`config.mk`:
```
export PLATFORM = sky130hd
export DESIGN_NAME = room_comfort_safety_controller_core
export DESIGN_NICKNAME = d
export VERILOG_FILES = /design/src/sv/rcsc_pkg.sv /design/src/sv/rcsc_step.sv /design/src/sv/room_comfort_safety_controller_core.sv
export SDC_FILE = /design/constraint.sdc
export NUM_CORES = 1
export LEC_CHECK = 0
export BUFFER_PORTS_ARGS = -buffer_cell sky130_fd_sc_hd__clkbuf_2
export CORE_ASPECT_RATIO = 0.6
export CORE_MARGIN = 1.5
export CORE_UTILIZATION = 30
export DETAILED_ROUTE_END_ITERATION = 12
export GPL_ROUTABILITY_DRIVEN = 0
export PLACE_DENSITY = 0.48
export SYNTH_ARGS = -nofsm -noshare
export SYNTH_HDL_FRONTEND = slang
export SYNTH_SLANG_ARGS = --single-unit
```
`constraint.sdc`:
```
create_clock -name clk -period 6.9 [get_ports clk]
set_input_delay 1.38 -clock clk [delete_from_list [all_inputs] [get_ports clk]]
set_output_delay 1.38 -clock clk [all_outputs]
set_load 0.05 [all_outputs]
```
`src/sv/rcsc_pkg.sv`:
```
// Shared types, constants and codes for the room comfort and safety controller.
package rcsc_pkg;

  // Operating modes
  localparam logic [1:0] MODE_AUTO  = 2'd0;
  localparam logic [1:0] MODE_SLEEP = 2'd1;
  localparam logic [1:0] MODE_STUDY = 2'd2;
  localparam logic [1:0] MODE_AWAY  = 2'd3;

  // Override codes (light and fan share the same encoding)
  localparam logic [1:0] OVR_AUTO = 2'd0;
  localparam logic [1:0] OVR_OFF  = 2'd1;
  localparam logic [1:0] OVR_ON   = 2'd2;

  // Status codes
  localparam logic [1:0] STATUS_SAFE    = 2'd0;
  localparam logic [1:0] STATUS_FAULT   = 2'd1;
  localparam logic [1:0] STATUS_COMFORT = 2'd2;
  localparam logic [1:0] STATUS_GAS     = 2'd3;

  // Configuration register indexes
  localparam logic [2:0] REG_OPERATING_MODE = 3'd0;
  localparam logic [2:0] REG_LIGHT_OVERRIDE = 3'd1;
  localparam logic [2:0] REG_FAN_OVERRIDE   = 3'd2;
  localparam logic [2:0] REG_DARK_RAW_DAY   = 3'd3;
  localparam logic [2:0] REG_DARK_RAW_NIGHT = 3'd4;
  localparam logic [2:0] REG_VAC_DAY_MS     = 3'd5;
  localparam logic [2:0] REG_VAC_NIGHT_MS   = 3'd6;

  // Configuration reset values
  localparam logic [11:0] DARK_RAW_DAY_RST   = 12'd138;
  localparam logic [11:0] DARK_RAW_NIGHT_RST = 12'd667;
  localparam logic [31:0] VAC_DAY_MS_RST     = 32'd5000;
  localparam logic [31:0] VAC_NIGHT_MS_RST   = 32'd2000;

  // Thresholds: temperature in tenths of a degree, humidity in tenths of a percent
  localparam logic signed [10:0] FAN_ON_TENTHS  = 11'sd280;
  localparam logic signed [10:0] FAN_OFF_TENTHS = 11'sd260;
  localparam logic [9:0]         HUM_ON_TENTHS  = 10'd700;
  localparam logic [9:0]         HUM_OFF_TENTHS = 10'd650;
  localparam logic [1:0]         GAS_CLEAR_READS = 2'd3;
  localparam logic [4:0]         NIGHT_START_HOUR = 5'd23;
  localparam logic [4:0]         NIGHT_END_HOUR   = 5'd6;

  // Packed widths of the stream payloads
  localparam int IN_TDATA_W  = 72;
  localparam int OUT_TDATA_W = 8;

  typedef struct packed {
    logic [1:0]  operating_mode;
    logic [1:0]  light_override;
    logic [1:0]  fan_override;
    logic [11:0] dark_raw_day;
    logic [11:0] dark_raw_night;
    logic [31:0] vac_day_ms;
    logic [31:0] vac_night_ms;
  } cfg_t;

  typedef struct packed {
    logic               climate_valid;
    logic signed [10:0] temperature_tenths;
    logic [9:0]         humidity_tenths;
    logic [11:0]        light_raw;
    logic               motion_seen;
    logic               gas_tripped;
    logic [4:0]         hour_of_day;
    logic [31:0]        now_ms;
  } item_t;

  typedef struct packed {
    logic signed [10:0] last_temperature;
    logic [9:0]         last_humidity;
    logic               climate_seen;
    logic               sens_fault;
    logic               motion_ever;
    logic [31:0]        last_motion_time;
    logic               gas_alarm;
    logic [1:0]         gas_safe_count;
    logic               damp_warn;
    logic               main_light;
    logic               fan;
    logic               night_light;
  } state_t;

  typedef struct packed {
    logic       main_light;
    logic       fan_drive;
    logic       night_light;
    logic       buzzer;
    logic       occupied;
    logic [1:0] status_code;
  } result_t;

endpackage

```
`src/sv/rcsc_step.sv`:
```
// Combinational update of controller state and result for one sensor item.
module rcsc_step
  import rcsc_pkg::*;
(
  input  item_t   item,
  input  cfg_t    cfg,
  input  state_t  state,
  output state_t  state_nxt,
  output result_t result
);

  logic        night;
  logic        occ;
  logic [31:0] limit;
  logic [31:0] since_motion;
  logic [1:0]  cnt_inc;
  logic        lt;
  logic        fan;
  logic        nl;
  logic [1:0]  status;

  always_comb begin
    state_nxt = state;

    // Climate update
    if (item.climate_valid) begin
      state_nxt.sens_fault       = 1'b0;
      state_nxt.last_temperature = item.temperature_tenths;
      state_nxt.last_humidity    = item.humidity_tenths;
      state_nxt.climate_seen     = 1'b1;
    end else begin
      state_nxt.sens_fault = 1'b1;
    end

    // Motion update
    if (item.motion_seen) begin
      state_nxt.motion_ever      = 1'b1;
      state_nxt.last_motion_time = item.now_ms;
    end

    // Gas alert with three clear reads to release
    cnt_inc = (state.gas_safe_count < GAS_CLEAR_READS) ?
              state.gas_safe_count + 2'd1 : state.gas_safe_count;
    if (item.gas_tripped) begin
      state_nxt.gas_safe_count = 2'd0;
      state_nxt.gas_alarm      = 1'b1;
    end else begin
      state_nxt.gas_safe_count = cnt_inc;
      if (state.gas_alarm && (cnt_inc >= GAS_CLEAR_READS)) begin
        state_nxt.gas_alarm = 1'b0;
      end
    end

    // Humidity warning hysteresis
    if (state_nxt.climate_seen) begin
      if (state_nxt.last_humidity >= HUM_ON_TENTHS) begin
        state_nxt.damp_warn = 1'b1;
      end else if (state_nxt.last_humidity <= HUM_OFF_TENTHS) begin
        state_nxt.damp_warn = 1'b0;
      end
    end

    // Day or night
    case (cfg.operating_mode)
      MODE_SLEEP: night = 1'b1;
      MODE_STUDY: night = 1'b0;
      default:    night = (item.hour_of_day >= NIGHT_START_HOUR) ||
                          (item.hour_of_day < NIGHT_END_HOUR);
    endcase

    // Occupancy from elapsed time since last motion; study mode forces occupied, away mode forces vacant
    limit        = night ? cfg.vac_night_ms : cfg.vac_day_ms;
    since_motion = item.now_ms - state_nxt.last_motion_time;
    case (cfg.operating_mode)
      MODE_STUDY: occ = 1'b1;
      MODE_AWAY:  occ = 1'b0;
      default:    occ = state_nxt.motion_ever && (since_motion < limit);
    endcase

    // Actuator rules
    lt = state.main_light;
    fan = state.fan;
    nl = state.night_light;
    if (state_nxt.gas_alarm) begin
      lt = 1'b0;
      fan = 1'b0;
      nl = 1'b0;
      status = STATUS_GAS;
    end else begin
      if (cfg.operating_mode == MODE_AWAY) begin
        lt = 1'b0;
        fan = 1'b0;
        nl = 1'b0;
      end else begin
        if (cfg.light_override == OVR_ON) begin
          lt = 1'b1;
          nl = 1'b0;
        end else if (cfg.light_override == OVR_OFF) begin
          lt = 1'b0;
          nl = 1'b0;
        end else if (night) begin
          lt = 1'b0;
          nl = occ && (item.light_raw >= cfg.dark_raw_night);
        end else begin
          nl = 1'b0;
          lt = occ && (item.light_raw >= cfg.dark_raw_day);
        end
        if (cfg.fan_override == OVR_ON) begin
          fan = 1'b1;
        end else if (cfg.fan_override == OVR_OFF) begin
          fan = 1'b0;
        end else if (!occ) begin
          fan = 1'b0;
        end else if (state_nxt.climate_seen &&
                     (state_nxt.last_temperature >= FAN_ON_TENTHS)) begin
          fan = 1'b1;
        end else if (state_nxt.climate_seen &&
                     (state_nxt.last_temperature <= FAN_OFF_TENTHS)) begin
          fan = 1'b0;
        end
      end
      if (state_nxt.sens_fault) begin
        status = STATUS_FAULT;
      end else if (state_nxt.damp_warn) begin
        status = STATUS_COMFORT;
      end else begin
        status = STATUS_SAFE;
      end
    end

    state_nxt.main_light  = lt;
    state_nxt.fan         = fan;
    state_nxt.night_light = nl;

    result.main_light  = lt;
    result.fan_drive   = fan;
    result.night_light = nl;
    result.buzzer      = state_nxt.gas_alarm;
    result.occupied    = occ;
    result.status_code = status;
  end

endmodule

```
`src/sv/room_comfort_safety_controller_core.sv`:
```
// Room comfort and safety controller: input stage, state update and result register.
// An accepted item passes the input register, then the result register, to result valid.
// One item per cycle unless the output stalls; rcsc_step updates state combinationally.
// A stalled result holds the input stage; both stages advance together when space opens.
// Reset (rst_n, synchronous, active low) empties both stages, zeroes the controller
// state and returns every configuration register to its default.
module room_comfort_safety_controller_core
  import rcsc_pkg::*;
(
  input  logic                   clk,
  input  logic                   rst_n,
  // Input item stream
  input  logic                   in_tvalid,
  output logic                   in_tready,
  // tdata: temperature_tenths[10:0], humidity_tenths[20:11], light_raw[32:21],
  //        motion_seen[33], gas_tripped[34], hour_of_day[39:35], now_ms[71:40]
  input  logic [IN_TDATA_W-1:0]  in_tdata,
  // tuser: climate_valid[0]
  input  logic                   in_tuser,
  // Result item stream
  output logic                   out_tvalid,
  input  logic                   out_tready,
  // tdata: main_light[0], fan_drive[1], night_light[2], buzzer[3], occupied[4],
  //        status_code[6:5], zero[7]
  output logic [OUT_TDATA_W-1:0] out_tdata,
  // Configuration write channel
  input  logic                   cfg_valid,
  output logic                   cfg_ready,
  input  logic [2:0]             cfg_index,
  input  logic [31:0]            cfg_data
);

  cfg_t    cfg_r;
  item_t   item_r;
  logic    item_valid_r;
  state_t  state_r;
  state_t  state_nxt;
  result_t result_nxt;
  result_t result_r;
  logic    out_valid_r;
  logic    out_free;
  logic    advance;
  logic [1:0] ovr_sat;

  // Stage control
  assign out_free  = !out_valid_r || out_tready;
  assign advance   = item_valid_r && out_free;
  assign in_tready = !item_valid_r || out_free;
  assign cfg_ready = 1'b1;

  // Saturate an override code of three to force on
  assign ovr_sat = (cfg_data[1:0] > OVR_ON) ? OVR_ON : cfg_data[1:0];

  // Configuration registers
  always_ff @(posedge clk) begin
    if (!rst_n) begin
      cfg_r.operating_mode <= MODE_AUTO;
      cfg_r.light_override <= OVR_AUTO;
      cfg_r.fan_override   <= OVR_AUTO;
      cfg_r.dark_raw_day   <= DARK_RAW_DAY_RST;
      cfg_r.dark_raw_night <= DARK_RAW_NIGHT_RST;
      cfg_r.vac_day_ms     <= VAC_DAY_MS_RST;
      cfg_r.vac_night_ms   <= VAC_NIGHT_MS_RST;
    end else if (cfg_valid) begin
      case (cfg_index)
        REG_OPERATING_MODE: cfg_r.operating_mode <= cfg_data[1:0];
        REG_LIGHT_OVERRIDE: cfg_r.light_override <= ovr_sat;
        REG_FAN_OVERRIDE:   cfg_r.fan_override   <= ovr_sat;
        REG_DARK_RAW_DAY:   cfg_r.dark_raw_day   <= cfg_data[11:0];
        REG_DARK_RAW_NIGHT: cfg_r.dark_raw_night <= cfg_data[11:0];
        REG_VAC_DAY_MS:     cfg_r.vac_day_ms     <= cfg_data;
        REG_VAC_NIGHT_MS:   cfg_r.vac_night_ms   <= cfg_data;
        default: ;
      endcase
    end
  end

  // Input stage: hold the item until the result register has room
  always_ff @(posedge clk) begin
    if (!rst_n) begin
      item_valid_r <= 1'b0;
    end else if (in_tready) begin
      item_valid_r <= in_tvalid;
    end
  end

  always_ff @(posedge clk) begin
    if (in_tvalid && in_tready) begin
      item_r.climate_valid      <= in_tuser;
      item_r.temperature_tenths <= in_tdata[10:0];
      item_r.humidity_tenths    <= in_tdata[20:11];
      item_r.light_raw          <= in_tdata[32:21];
      item_r.motion_seen        <= in_tdata[33];
      item_r.gas_tripped        <= in_tdata[34];
      item_r.hour_of_day        <= in_tdata[39:35];
      item_r.now_ms             <= in_tdata[71:40];
    end
  end

  rcsc_step u_step (
    .item      (item_r),
    .cfg       (cfg_r),
    .state     (state_r),
    .state_nxt (state_nxt),
    .result    (result_nxt)
  );

  // Controller state advances once per processed item
  always_ff @(posedge clk) begin
    if (!rst_n) begin
      state_r <= '0;
    end else if (advance) begin
      state_r <= state_nxt;
    end
  end

  // Result register
  always_ff @(posedge clk) begin
    if (!rst_n) begin
      out_valid_r <= 1'b0;
    end else if (out_free) begin
      out_valid_r <= item_valid_r;
    end
  end

  always_ff @(posedge clk) begin
    if (advance) begin
      result_r <= result_nxt;
    end
  end

  assign out_tvalid = out_valid_r;
  assign out_tdata  = {1'b0, result_r.status_code, result_r.occupied, result_r.buzzer,
                       result_r.night_light, result_r.fan_drive, result_r.main_light};

`ifndef SYNTHESIS
  // Gas alert keeps every actuator off
  a_gas_all_off: assert property (@(posedge clk) disable iff (!rst_n)
    state_r.gas_alarm |-> (!state_r.main_light && !state_r.fan && !state_r.night_light))
    else $error("actuator on during gas alert");

  // An alert never stands with a full clear count
  a_gas_count: assert property (@(posedge clk) disable iff (!rst_n)
    state_r.gas_alarm |-> (state_r.gas_safe_count != GAS_CLEAR_READS))
    else $error("gas alert not released after clear reads");

  // Buzzer and gas status go together
  a_buzzer_status: assert property (@(posedge clk) disable iff (!rst_n)
    out_tvalid |-> (result_r.buzzer == (result_r.status_code == STATUS_GAS)))
    else $error("buzzer and status code disagree");

  // Main light and night light are never on together
  a_lights_exclusive: assert property (@(posedge clk) disable iff (!rst_n)
    out_tvalid |-> !(result_r.main_light && result_r.night_light))
    else $error("main light and night light both on");
`endif

endmodule
```
Word level (Yosys, flattened, before mapping)
Cells that the tools add are included.

Add/subtract/negate cells: 2. $mul: 0. Divide/modulo/power cells: 0. Magnitude comparators: 12. Equality and inequality tests: 13. Shift-type cells: 0. Muxes and demuxes: 24. Bitwise logic cells: 2. Reductions and logical operators: 24.

Operators by type and width (count): $mux W33 (1); $lt A32 B32 Y1 (1); $mux W32 (1); $sub A32 B32 Y32 (1); $ge A12 B12 Y1 (2); $mux W22 (1); $mux W1 (14); $reduce_and A2 Y1 (7); $ge A11 B10 Y1 const B (1); $le A11 B10 Y1 const B (1); $ge A10 B10 Y1 const B (1); $le A10 B10 Y1 const B (1); $eq A3 B3 Y1 const B (3); $eq A2 B2 Y1 const B (4); $logic_and A1 B1 Y1 (8); $mux W2 (4); $eq A2 B1 Y1 const B (3); $eq A3 B2 Y1 const B (2); $ge A5 B5 Y1 const B (1); $lt A5 B3 Y1 const B (1); $reduce_or A5 Y1 (1); $pmux W1 S2 (2); $reduce_or A2 Y1 (2); $eq A3 B1 Y1 const B (1); 9 further kinds (13).

Bits in registers: 236. Bits in latches: 0. RAM bits: 0. Memory bits (read-only): 0. Bits of input ports: 113. Output and inout port bits: 11. Word-level logic and storage cells: 110. Memories kept: 0.

Longest topological paths before layout
Word-level depth: 12. Depth in mapped cells: 23. Mapped depth without buffers: 22.

Hierarchy
From an unflattened synthesis, not the netlist that was laid out.

Cell total of the unflattened synthesis: 1269. Area, all modules: 12559.5 µm².

Modules (own cells, without submodules): room_comfort_safety_controller_core (times used 1, cells each 718, area an instance 8280.4 µm², seq. area each 5585.4 µm²); rcsc_step (times used 1, cells each 551, area an instance 4279.1 µm², seq. area each 0.0 µm²).

Worst setup path after synthesis
No wires, ideal clock.

Path kind: register -> register. Start point: register item_r[38] in the netlist's numbering. End point: register result_r (netlist bit out_tdata[1]), data pin. Setup time: 0.256 ns. Data arrival time: 4.845 ns. Data required time: 6.644 ns. Slack: 1.799 ns. Stages on the path, launching flop included: 23. Path buffers: 2. Period minus slack after synthesis: 5.101 ns. Path through: edfxtp_1 > clkbuf_1 > buf_1 > mux2i_1 > ha_1 > a2111oi_0 > o21ai_1 > a22oi_2 > o31ai_2 > a31o_4 > a21o_1 > a21o_1 > a21o_1 > xor2_1 > ha_1 > nand4_1 > or2_2 > o32ai_1 > o22a_1 > a21o_1 > o22ai_1 > a21oi_1 > inv_1.

RTL lines: start, declared (RTL line room_comfort_safety_controller_core.sv:34) `item_t item_r;`; end signal, assigned (RTL line room_comfort_safety_controller_core.sv:128) `result_r <= result_nxt;`; end, declared (RTL line room_comfort_safety_controller_core.sv:39) `result_t result_r;`.

==> out/summary.txt <==
critical path required time: 7.29 ns
Clock Power Share: 0.385
number of flops mapped to enable cells by yosys: 80
M2 GR Usage: 0.2041
maximum VDD drop: 0.1679 mV
Synth Warn #: 0
ratio of cells with drive above 1 in the final layout: 0.1434
combinational share of power: 0.180
Syn Nets: 1,447
max_cap viols: 0
Max Fclk: 181.3 MHz
Net Sw Power: 985.6 µW
met3 Resource Use GR: 0.02946
clock sinks: 236
Max Root-Sink Buffers: 3
HPWL after DPL: 21,610 µm
kind of critical path: flip-flop to flip-flop
htree depth: 1
Worst path slowest cell: or4_1
GRT overflow: 0
largest net degree at the start of global routing: 113
GR Util met1: 0.2312
CTS tree: yes
clock-pin slew on the worst setup and hold paths: 0.06 ns
hold path start: cfg_r[25]
total power: 3541 µW
Switching Share: 0.2783
Cells after Synth: 1,242
Total Routing Usage GR: 0.1480
worst reg2reg path depth: 21
flop2flop setup slack: 1.38 ns
buffers added on ports: 121
post-synth cell types: 71
PD cells: 254.5 nW/µm²
Rows: 56
hold depth: 2
FF-to-FF Start: item_r[38]
Nets: 1,539
min cycle time layout: 5.516 ns
final period utilization: 0.7995
synthesized area per cell: 9.682 µm²
CP most frequent cell: a21oi_1
reg2reg end: out_tdata[2]
Yosys top cell by area: dfxtp_1
core area: 39,310 µm²
post-cts hold buffer count: 0
CTS resizes: 0
layer with the highest usage: met1
average wire per standard cell: 16.25 µm
P_leak: 0.005883 µW
CP Max Fanout: 36
first-pass GRT wire length: 47,820 µm
relative slew slack: 0.2384
most numerous cell in the Yosys netlist: nand2_1
Root Buffer: clkbuf_16
Arr. time, crit path: 5.91 ns
top post-synthesis cells by count: nand2_1 (273), dfxtp_1 (156), a21boi_0 (97)
total routed wirelength: 30,470 µm
antenna-violating nets left: 0
worst slew pin tran: 1.142 ns
via count: 8,852
WP buf/inv: 2
initial DRC count: 523
sequential fraction of the synthesis area: 0.4595
RSZ-0062 raised after global routing: no
initial antenna violation count: 1
Mapped Area: 12,030 µm²
Skew-Pair Late Insertion Delay: 0.55 ns
Vias/cell: 4.721
height of the die: 158.1 µm
area grow syn2layout: 15.71%
fin. max-slew vios: 0
top post-synthesis cells by area: dfxtp_1 (26%), edfxtp_1 (20%), ha_1 (9.5%)
# diodes: 0
vias in the first global route: 8,484
Async SR Flop Fraction: 0
Setup-failing EPs final: 0
worst hold path class: flip-flop to flip-flop
clk_skew: 0.01447 ns
Critical Path Source Type: flip-flop
Die W: 261.5 µm
Initial Utilization: 0.3059
Cell Chain, Critical Path: buf_4, mux2_2, ha_1, inv_1, fa_1, a21o_1, o2bb2ai_1, o22ai_2, o31ai_2, a21o_2, a21oi_1, xnor2_1, ha_1, a2111oi_0, o21ai_0, a21oi_1, o32ai_1, o22a_1, a21o_1, or4_1, a21oi_1
drt drc: 0
Final Hold Viols: 0
top cell type's share of synthesized area: 0.2597
crit-path max cell delay: 0.54 ns
sequential share of power: 0.435
outcome: complete, no violations
Post-Route Setup TNS: 0 ns
most common flop cell mapped by yosys: dfxtp_1
hold path endpoint: cfg_r[25]
TritonCTS Buffers: 25
die footprint: 41,330 µm²
Setup crit end kind: flip-flop
Setup Buffers After CTS: 0
FF+latch count, synth: 236
internal cell power: 2556 µW
CP top delay family: compound AO/OA/AOI/OAI gates
Initial DRT Pass Iterations: 7
IO Count: 124
## power by group through the flow
stage | registers (µW) | clock network (µW) | logic, µW
2_1_floorplan | 1570 | 0 | 448
3_3_place_gp | 1570 | 0 | 631
3_5_place_dp | 1570 | 0 | 637
4_1_cts | 1540 | 1420 | 641
5_1_grt | 1550 | 1470 | 719
6_report | 1540 | 1360 | 638
## cell families (layout without fill, tap and decap cells)
group	count (synthesis)	count (layout)	synth area share
buffers and inverters	111	222	0.03548
DFF	236	236	0.4595
adders and majority gates	92	92	0.09635
muxes	66	66	0.05504
other	2	2	0.0006245
xor gates and xnor gates	29	29	0.02112
AOI/OAI and AO/OA	312	312	0.1895
and+or+nand+nor	394	394	0.1424
## how the worst max path moves through the flow
stage                         endpoint  slack (ns)  cells past startpoint       start
after floorplan           out_tdata[1]        1.80                     22  item_r[38]
after global placement    out_tdata[1]        1.54                     23  item_r[38]
after detailed placement  out_tdata[1]        1.44                     23  item_r[38]
after CTS                 out_tdata[2]        1.41                     22  item_r[38]
after global routing      out_tdata[1]        0.91                     21  item_r[38]
final                     out_tdata[2]        1.38                     21  item_r[38]
## area by class of cell
| cell class | instances | area (µm²) |
|---|---|---|
| Sequential cell | 236 | 5525 |
| Fill cell | 4013 | 25390 |
| Multi-Input combinational cell | 895 | 6086 |
| Timing Repair Buffer | 127 | 653.1 |
| Tap cell | 522 | 653.1 |
| Inverter | 49 | 183.9 |
| Clock buffer | 32 | 693.2 |
| Clock inverter | 14 | 120.1 |
## registers in the layout (all words and copies together), names as in the netlist
name / cells
item_r: 73
out_tvalid: 1
out_tdata: 7
item_valid_r: 1
state_r: 60
cfg_r: 94
## metrics by stage
step	hold slack, ns	utilization	setup slack, ns	instance area (µm²)	instances
2_1_floorplan	0.4367	-	1.799	12030	1242
3_3_place_gp	0.4485	0.3333	1.540	13100	1829
3_5_place_dp	0.4577	0.3333	1.440	13100	1829
4_1_cts	0.4661	0.3540	1.410	13910	1875
5_1_grt	0.4849	0.3540	0.9132	13910	1875
6_report	0.4627	0.3540	1.384	13910	1875
## placed cells by master (no fill, tap or decap), types with 6 or more instances in the layout
cell type  count
o211a_1       31
nand3_1       24
o21a_1         9
inv_1         48
mux2i_1       65
a21o_1        27
xnor2_1       20
xor2_1         9
clkbuf_16     26
edfxtp_1      80
dfxtp_1      156
nand2b_1      14
nand2_1      273
a21boi_0      97
clkinv_1       6
o211ai_1      12
a21oi_1       57
nand4_1        8
clkbuf_2     120
nor3_1         7
o21ai_0       31
nor2b_1       13
ha_1          91
buf_4          7
nor2_1        25
## metal layers
| metal | vias up | wire [µm] |
|---|---|---|
| met5 | - | 13 |
| met2 | 161 | 11740 |
| li1 | 4582 | - |
| met3 | 38 | 1547 |
| met1 | 4069 | 16580 |
| met4 | 2 | 594 |
## worst reg2reg max path, delay by kind of cell, from the launching register on
kind,cells,cell delay (ns)
flip-flops,1,0.32
AO/OA/AOI/OAI,13,2.74
adder cells (fa/ha/maj),3,0.61
multiplexers,1,0.45
AND/OR/NAND/NOR,1,0.54
buffers and inverters,2,0.56
XOR/XNOR,1,0.14
Power figures use the tool's default switching activity.
